==> config.mk <==
export PLATFORM = sky130hd
export DESIGN_NAME = sstf_disk_request_scheduler
export DESIGN_NICKNAME = d
export VERILOG_FILES = /design/src/rtl/sdrs_pkg.sv /design/src/rtl/sstf_disk_request_scheduler.sv /design/src/rtl/sdrs_ram.sv /design/src/rtl/sdrs_ctrl.sv /design/src/rtl/sdrs_dp.sv
export SDC_FILE = /design/constraint.sdc
export NUM_CORES = 1
export LEC_CHECK = 0
export ABC_AREA = 1
export BUFFER_PORTS_ARGS = -buffer_cell sky130_fd_sc_hd__buf_2
export CAP_MARGIN = 15
export CORE_MARGIN = 4
export CORE_UTILIZATION = 35
export DETAILED_ROUTE_END_ITERATION = 16
export PLACE_DENSITY = 0.59
export SYNTH_ARGS = -nofsm -noshare
export SYNTH_HDL_FRONTEND = slang
export SYNTH_HIERARCHICAL = 1
export SYNTH_SLANG_ARGS = --single-unit
==> constraint.sdc <==
create_clock -name i_clk -period 5.5 [get_ports i_clk]
set_input_delay 1.375 -clock i_clk [delete_from_list [all_inputs] [get_ports i_clk]]
set_output_delay 1.375 -clock i_clk [all_outputs]
set_load 0.05 [all_outputs]
==> src/rtl/sdrs_pkg.sv <==
// Package for the SSTF disk request scheduler.
// Word types, controller/datapath command and status structs, fixed widths.
// No dependencies.
package sdrs_pkg;

    localparam int CYL_W    = 12;
    localparam int SEEK_W   = 18;
    localparam int CYL_WIDE = 16;

    localparam logic [SEEK_W-1:0] SEEK_MAX = {SEEK_W{1'b1}};

    typedef struct packed {
        logic [CYL_W-1:0] cylinder_request;
        logic             batch_end;
    } t_req;

    typedef struct packed {
        logic [CYL_W-1:0]  served_cylinder;
        logic [SEEK_W-1:0] running_seek;
        logic              run_end;
        logic              dropped_flag;
    } t_res;

    typedef struct packed {
        logic load;
        logic start_batch;
        logic issue;
        logic swap;
    } t_cmd;

    typedef struct packed {
        logic last_issue;
        logic last_step;
    } t_sts;

endpackage

==> src/rtl/sstf_disk_request_scheduler.sv <==
// Shortest-seek-time-first disk request scheduler, top level.
// Depends on sdrs_pkg, sdrs_ctrl, sdrs_dp (which holds sdrs_ram).
//
// Requests are taken one per cycle while busy is low; each is stored in the slot
// RAM (up to MAX_REQUESTS, the rest dropped and flagged). The request with
// batch_end raises busy the next cycle and starts scheduling from the configured
// start cylinder. Step i of a batch of n requests scans the n-i remaining slots
// through the single read port of the slot RAM, one slot per cycle, then passes
// through the drain and swap states to finish the compare and swap; its result
// word appears for one cycle on o_res with o_res_strobe. Busy falls with the word
// that carries run_end. Results cannot be stalled.
// The configuration write is always ready and must only be used while idle.
module sstf_disk_request_scheduler #(
    parameter int MAX_REQUESTS  = 64,
    parameter int CYLINDER_BITS = 12
) (
    input  logic                       i_clk,
    input  logic                       i_rst_n,
    input  logic                       start,
    output logic                       busy,
    input  sdrs_pkg::t_req             i_req,
    output logic                       o_res_strobe,
    output sdrs_pkg::t_res             o_res,
    input  logic                       i_cfg_valid,
    output logic                       o_cfg_ready,
    input  logic [sdrs_pkg::CYL_W-1:0] i_cfg_data
);

    sdrs_pkg::t_cmd cmd;
    sdrs_pkg::t_sts sts;

    sdrs_ctrl u_ctrl (
        .i_clk       (i_clk),
        .i_rst_n     (i_rst_n),
        .i_start     (start),
        .i_batch_end (i_req.batch_end),
        .i_sts       (sts),
        .o_cmd       (cmd),
        .o_busy      (busy)
    );

    sdrs_dp #(
        .MAX_REQUESTS  (MAX_REQUESTS),
        .CYLINDER_BITS (CYLINDER_BITS)
    ) u_dp (
        .i_clk        (i_clk),
        .i_rst_n      (i_rst_n),
        .i_cmd        (cmd),
        .i_req        (i_req),
        .i_cfg_valid  (i_cfg_valid && o_cfg_ready),
        .i_cfg_data   (i_cfg_data),
        .o_sts        (sts),
        .o_res        (o_res),
        .o_res_strobe (o_res_strobe)
    );

    assign o_cfg_ready = 1'b1;

    a_strobe_while_busy: assert property (@(posedge i_clk) disable iff (!i_rst_n)
        o_res_strobe |-> $past(busy))
        else $error("result word outside a batch");

    a_end_drops_busy: assert property (@(posedge i_clk) disable iff (!i_rst_n)
        (o_res_strobe && o_res.run_end) |-> !busy)
        else $error("busy still high after last word");

    a_mid_keeps_busy: assert property (@(posedge i_clk) disable iff (!i_rst_n)
        (o_res_strobe && !o_res.run_end) |-> busy)
        else $error("busy dropped before last word");

    a_load_stays_idle: assert property (@(posedge i_clk) disable iff (!i_rst_n)
        (start && !busy && !i_req.batch_end) |=> !busy)
        else $error("busy without batch end");

endmodule

==> src/rtl/sdrs_ram.sv <==
// Generic single-write, single-read RAM with registered read data.
// No dependencies.
module sdrs_ram #(
    parameter int WIDTH = 12,
    parameter int DEPTH = 64
) (
    input  logic                                   i_clk,
    input  logic                                   i_we,
    input  logic [(DEPTH > 1 ? $clog2(DEPTH) : 1)-1:0] i_waddr,
    input  logic [WIDTH-1:0]                       i_wdata,
    input  logic [(DEPTH > 1 ? $clog2(DEPTH) : 1)-1:0] i_raddr,
    output logic [WIDTH-1:0]                       o_rdata
);

    logic [WIDTH-1:0] r_mem [DEPTH];
    logic [WIDTH-1:0] r_rdata;

    always_ff @(posedge i_clk) begin
        if (i_we) begin
            r_mem[i_waddr] <= i_wdata;
        end
        r_rdata <= r_mem[i_raddr];
    end

    assign o_rdata = r_rdata;

endmodule

==> src/rtl/sdrs_ctrl.sv <==
// Scheduler controller: load / scan / drain / swap sequencing and busy.
// Depends on sdrs_pkg.
module sdrs_ctrl (
    input  logic          i_clk,
    input  logic          i_rst_n,
    input  logic          i_start,
    input  logic          i_batch_end,
    input  sdrs_pkg::t_sts i_sts,
    output sdrs_pkg::t_cmd o_cmd,
    output logic          o_busy
);

    typedef enum logic [1:0] {
        S_IDLE,
        S_SCAN,
        S_DRAIN,
        S_SWAP
    } t_state;

    t_state r_state, n_state;
    logic   r_busy, n_busy;
    sdrs_pkg::t_cmd cmd;

    always_comb begin
        cmd.load        = (r_state == S_IDLE) && i_start;
        cmd.start_batch = cmd.load && i_batch_end;
        cmd.issue       = (r_state == S_SCAN);
        cmd.swap        = (r_state == S_SWAP);
    end

    always_comb begin
        n_state = r_state;
        n_busy  = r_busy;
        unique case (r_state)
            S_IDLE: begin
                if (cmd.start_batch) begin
                    n_state = S_SCAN;
                    n_busy  = 1'b1;
                end
            end
            S_SCAN: begin
                if (i_sts.last_issue) begin
                    n_state = S_DRAIN;
                end
            end
            S_DRAIN: begin
                n_state = S_SWAP;
            end
            S_SWAP: begin
                if (i_sts.last_step) begin
                    n_state = S_IDLE;
                    n_busy  = 1'b0;
                end else begin
                    n_state = S_SCAN;
                end
            end
            default: begin
                n_state = S_IDLE;
                n_busy  = 1'b0;
            end
        endcase
    end

    always_ff @(posedge i_clk) begin
        if (!i_rst_n) begin
            r_state <= S_IDLE;
            r_busy  <= 1'b0;
        end else begin
            r_state <= n_state;
            r_busy  <= n_busy;
        end
    end

    assign o_cmd  = cmd;
    assign o_busy = r_busy;

endmodule

==> src/rtl/sdrs_dp.sv <==
// Scheduler datapath: slot RAM, request count, nearest-slot search, seek sum,
// result register. Depends on sdrs_pkg and sdrs_ram.
module sdrs_dp #(
    parameter int MAX_REQUESTS  = 64,
    parameter int CYLINDER_BITS = 12
) (
    input  logic                        i_clk,
    input  logic                        i_rst_n,
    input  sdrs_pkg::t_cmd              i_cmd,
    input  sdrs_pkg::t_req              i_req,
    input  logic                        i_cfg_valid,
    input  logic [sdrs_pkg::CYL_W-1:0]  i_cfg_data,
    output sdrs_pkg::t_sts              o_sts,
    output sdrs_pkg::t_res              o_res,
    output logic                        o_res_strobe
);

    localparam int AW   = (MAX_REQUESTS > 1) ? $clog2(MAX_REQUESTS) : 1;
    localparam int CNTW = $clog2(MAX_REQUESTS + 1);
    localparam int CW   = CYLINDER_BITS;

    logic [CNTW-1:0]               r_count;
    logic                          r_ovf;
    logic [CW-1:0]                 r_head;
    logic [sdrs_pkg::SEEK_W-1:0]   r_seek;
    logic [AW-1:0]                 r_i, r_j, r_rd_idx, r_best;
    logic                          r_rd_vld;
    logic [CW-1:0]                 r_best_d, r_best_val, r_first_val;
    logic [sdrs_pkg::CYL_W-1:0]    r_start_cyl;
    sdrs_pkg::t_res                r_out;
    logic                          r_out_vld;

    logic                          ram_we;
    logic [AW-1:0]                 ram_waddr;
    logic [CW-1:0]                 ram_wdata, ram_rdata;

    logic [sdrs_pkg::CYL_WIDE-1:0] req_wide, start_wide, served_wide;
    logic [CW-1:0]                 req_cyl, start_cyl, gap;
    logic                          full, first, take;
    logic [sdrs_pkg::SEEK_W:0]     seek_sum;
    logic [sdrs_pkg::SEEK_W-1:0]   seek_sat;
    sdrs_pkg::t_sts                sts;

    sdrs_ram #(
        .WIDTH (CW),
        .DEPTH (MAX_REQUESTS)
    ) u_slots (
        .i_clk   (i_clk),
        .i_we    (ram_we),
        .i_waddr (ram_waddr),
        .i_wdata (ram_wdata),
        .i_raddr (r_j),
        .o_rdata (ram_rdata)
    );

    always_comb begin
        req_wide    = sdrs_pkg::CYL_WIDE'(i_req.cylinder_request);
        req_cyl     = req_wide[CW-1:0];
        start_wide  = sdrs_pkg::CYL_WIDE'(r_start_cyl);
        start_cyl   = start_wide[CW-1:0];
        served_wide = sdrs_pkg::CYL_WIDE'(r_best_val);

        full  = (r_count == CNTW'(MAX_REQUESTS));
        gap   = (r_head >= ram_rdata) ? (r_head - ram_rdata) : (ram_rdata - r_head);
        first = (r_rd_idx == r_i);
        take  = r_rd_vld && (first || (gap <= r_best_d));

        seek_sum = {1'b0, r_seek} + (sdrs_pkg::SEEK_W + 1)'(r_best_d);
        seek_sat = seek_sum[sdrs_pkg::SEEK_W] ? sdrs_pkg::SEEK_MAX
                                              : seek_sum[sdrs_pkg::SEEK_W-1:0];

        sts.last_issue = ((CNTW'(r_j) + CNTW'(1)) == r_count);
        sts.last_step  = ((CNTW'(r_i) + CNTW'(1)) == r_count);

        if (i_cmd.swap) begin
            ram_we    = 1'b1;
            ram_waddr = r_best;
            ram_wdata = r_first_val;
        end else begin
            ram_we    = i_cmd.load && !full;
            ram_waddr = r_count[AW-1:0];
            ram_wdata = req_cyl;
        end
    end

    always_ff @(posedge i_clk) begin
        if (!i_rst_n) begin
            r_count     <= '0;
            r_ovf       <= 1'b0;
            r_i         <= '0;
            r_j         <= '0;
            r_rd_vld    <= 1'b0;
            r_out_vld   <= 1'b0;
            r_start_cyl <= '0;
            r_head      <= '0;
        end else begin
            r_rd_vld  <= i_cmd.issue;
            r_out_vld <= i_cmd.swap;
            if (i_cfg_valid) begin
                r_start_cyl <= i_cfg_data;
            end
            if (i_cmd.load) begin
                if (!full) begin
                    r_count <= r_count + CNTW'(1);
                end else begin
                    r_ovf <= 1'b1;
                end
            end
            if (i_cmd.start_batch) begin
                r_i    <= '0;
                r_j    <= '0;
                r_head <= start_cyl;
            end
            if (i_cmd.issue) begin
                r_j <= r_j + AW'(1);
            end
            if (i_cmd.swap) begin
                r_head <= r_best_val;
                if (sts.last_step) begin
                    r_count <= '0;
                    r_ovf   <= 1'b0;
                end else begin
                    r_i <= r_i + AW'(1);
                    r_j <= r_i + AW'(1);
                end
            end
        end
    end

    always_ff @(posedge i_clk) begin
        if (i_cmd.issue) begin
            r_rd_idx <= r_j;
        end
        if (i_cmd.start_batch) begin
            r_seek <= '0;
        end
        if (take) begin
            r_best     <= r_rd_idx;
            r_best_d   <= gap;
            r_best_val <= ram_rdata;
        end
        if (r_rd_vld && first) begin
            r_first_val <= ram_rdata;
        end
        if (i_cmd.swap) begin
            r_seek                <= seek_sat;
            r_out.served_cylinder <= served_wide[sdrs_pkg::CYL_W-1:0];
            r_out.running_seek    <= seek_sat;
            r_out.run_end         <= sts.last_step;
            r_out.dropped_flag    <= r_ovf;
        end
    end

    assign o_sts        = sts;
    assign o_res        = r_out;
    assign o_res_strobe = r_out_vld;

endmodule
==> results.ini <==
[outcome]
status=finished, final reports clean

[worst_setup_path]
r2r-start=u_dp/r_head[0]$_SDFFE_PN0P_
path_cells=inv_1, ha_1, inv_1, fa_1, nand3_1, nand2_1, nor2_1, nor2_1, nor2_2, nand2_1, nand3_1, nand2_1, ha_1, nand2_1, nor2_1, a211oi_1, nand3_1, a21oi_4, buf_4
reg2reg_depth=19
setup.worst_path.start_class=flip-flop
crit_end=u_dp/r_best_val[6]$_DFFE_PP_
crit_fanout=26
crit_start=u_dp/r_head[0]$_SDFFE_PN0P_
critPathMaxStageDelay_ns=0.45
crit_family=simple AND/OR/NAND/NOR gates
path_class=reg2reg
reg2reg_slack_ns=1.49
r2r-end=u_dp/r_best_val[6]$_DFFE_PP_
critPathCaptureType=flip-flop
timing.critical_path.mode_cell=nand2_1
crit_required_ns=5.81
crit_path_top_delay_cell=fa_1
critPathBufInv=3
crit_arrival_ns=4.32
critical_path_depth=19

[sta]
fin_tns_setup_ns=0
fmax_ghz=0.249
drv_slew=0
rsz0062_at_grt=false
setup_viol=0
fin_crit_ns=4.01
final_hold_viol_count=0
hold-worst-slack_ns=0.434
slew_headroom_pct=13.7
worstMarginPinSlew_ns=1.28
finalCritPeriodShare_pct=73.0
finClkSkew_ns=0.0288

[detailed_routing]
avgViaCountPerCell=5.03
wl_per_cell_microns=19.4
first_pass_iters=5
dr_total_vias=26900
drt_iter0_drc=2423
postRouteAntennaNets=0
finalWirelength_microns=103000
drcViolationCount=0

[layout]
drive_gt1_share_pct=8.98
layout.cells.non_filler=5344
area_growth_pct=12.5
utilization_pct=39.9
fin_nets=3855
antenna_cells=0

[yosys]
ys_seq_area_share_pct=67.8
synth_nets=3783
syn_inst=3696
yosysTopAreaCellShare_pct=64.8
synth.avg_cell_area_sq_um=10.9
ys_ff_latch=927
synth_cell_types=48
synthesis.area_sq_mm=0.0401
yosysWarnings=6
synth_top_cell_by_area=edfxtp_1
synth_area_leaders=edfxtp_1, nand2_1, nand3_1

[clock_tree]
cts_resized=0
cts_made_buffers=95
postCtsSetupRepairBufs=0
path_clk_slew_ns=0.07
cts-root-buf=clkbuf_16
clock_latency_ns=0.66
cts_tree=done
htreeDepth=3
cts.sinks=927
cts_hold_buf=0
clock_path_buffers=3

[placement]
place_hpwl_microns=60900
routabilityCongestion=0.872
dp.cells=5170
port_buffers=62

[global_route]
grt_max_degree=173
antenna_found_initial=0
grt_pass1_wl_microns=157000
grt_pass1_vias=25300
globalRouteOverflowTotal=0
grt_use_total_pct=16.7

[power]
total_power_mw=20.9
p_leak_nw=16.8
peakVddDrop_v=0.000329
powerDensity_mw_per_mm2=463

[floorplanning]
initial_utilization_pct=35.5
core_area_sq_mm=0.113
core.rowCount=123
die_h_microns=347
die_w_microns=347
fp.dieArea_sq_mm=0.120
io_pins=64

[worst_hold_path]
whs_path_depth=0
hold_path_class=reg2reg

[job]
maxCapViolCount=0

==> cells by family after synthesis <==
kind of cell | after synthesis | share of synthesized area [%]
compound gates | 151 | 2.08
xor+xnor | 34 | 0.742
fa+ha+maj | 58 | 1.86
buf+inv | 364 | 4.66
flops | 927 | 67.8
other cells | 1 | 0.00934
simple gates | 2161 | 22.8
==> state kept, by name, summed over array words and instances (netlist names), 2 cells and up <==
name	flops
u_dp/o_res	32
u_dp/r_best_val	12
u_dp/u_slots/o_rdata	12
u_dp/r_first_val	12
u_dp/r_count	7
u_dp/u_slots/r_mem	768
u_dp/r_seek	18
u_dp/r_i	6
u_dp/r_j	6
u_dp/r_head	12
u_dp/r_best	6
u_dp/r_rd_idx	6
u_dp/r_best_d	12
u_dp/r_start_cyl	12
u_ctrl/r_state	2
==> routing by layer <==
| layer | track usage [%] | vias to the layer above | wire length (microns) |
|---|---|---|---|
| met5 | 0 | - | 0 |
| met4 | 5.43 | 0 | 3020 |
| met3 | 2.58 | 154 | 6880 |
| met2 | 25.4 | 867 | 45700 |
| met1 | 24.6 | 13000 | 47900 |
| li1 | - | 12900 | - |
==> report_power, final <==
part	internal [mW]	switching (mW)	total, mW
Combinational	1.67	4.25	5.91
Sequential	8.40	0.282	8.68
Clock	3.61	2.70	6.30
Total	13.7	7.23	20.9
==> cell usage after synthesis (all sizes together) <==
cell type     n
clkinv        3
a211oi        3
nor3         10
conb          1
nand3b        2
nor3b         1
clkbuf       39
o211ai        4
a21oi        66
ha           55
o21ai        58
nand3       726
nor4         10
or2           1
nand2      1238
o21bai        2
buf         156
xnor2         5
inv         166
nor2        155
a22oi         2
fa            3
nand4        17
a31oi         4
a21boi        2
edfxtp      866
xor2         29
and2          1
a21o          3
o221ai        3
o21a          1
o31ai         1
o22ai         2
dfxtp        61
==> stage by stage <==
stage,instance area [sq um],setup WS [ns]
3_5_place_dp,42100,1.36
2_1_floorplan,40100,1.02
5_1_grt,45200,1.09
6_report,45200,1.49
3_3_place_gp,42100,1.50
4_1_cts,45100,1.40
==> cell type report <==
type / instances / area, sq um
multi-input combinational: 2405 / 11200
clock inverter: 46 / 467
timing repair buffer: 170 / 1210
sequential: 927 / 27200
inverter: 169 / 653
fill: 10800 / 68000
clock buffer: 127 / 2560
tap: 1500 / 1880
==> cells in the final DEF (no fill, tap or decap), types with 4 or more instances in the layout <==
cell type and instances:
o21ai_0 54, a31oi_1 4, clkinv_1 19, a21oi_1 64, nand2_2 15, ha_1 54, nor2_1 153, buf_2 62
o211ai_1 4, clkbuf_8 4, dfxtp_1 57, buf_4 101, bufinv_16 7, nor4_2 8, inv_6 5, edfxtp_1 866
nand3_1 722, nand3_2 4, xnor2_1 5, xor2_1 29, clkinv_2 15, inv_1 163, clkbuf_1 27, buf_12 7
nand4_1 17, clkbuf_16 96, nand2_1 1223, nor3_1 9
==> how the worst min path moves through the flow <==
stage,start,slack [ns],to
2_1_floorplan,u_dp/r_ovf$_SDFF_PN0_,0.41,u_dp/o_res[0]$_DFFE_PP_
3_3_place_gp,u_dp/r_ovf$_SDFF_PN0_,0.42,u_dp/o_res[0]$_DFFE_PP_
3_5_place_dp,u_dp/r_ovf$_SDFF_PN0_,0.42,u_dp/o_res[0]$_DFFE_PP_
4_1_cts,u_dp/r_ovf$_SDFF_PN0_,0.43,u_dp/o_res[0]$_DFFE_PP_
5_1_grt,u_dp/r_ovf$_SDFF_PN0_,0.45,u_dp/o_res[0]$_DFFE_PP_
6_report,u_dp/r_ovf$_SDFF_PN0_,0.43,u_dp/o_res[0]$_DFFE_PP_
No activity file was read; power rests on OpenSTA's default activity.
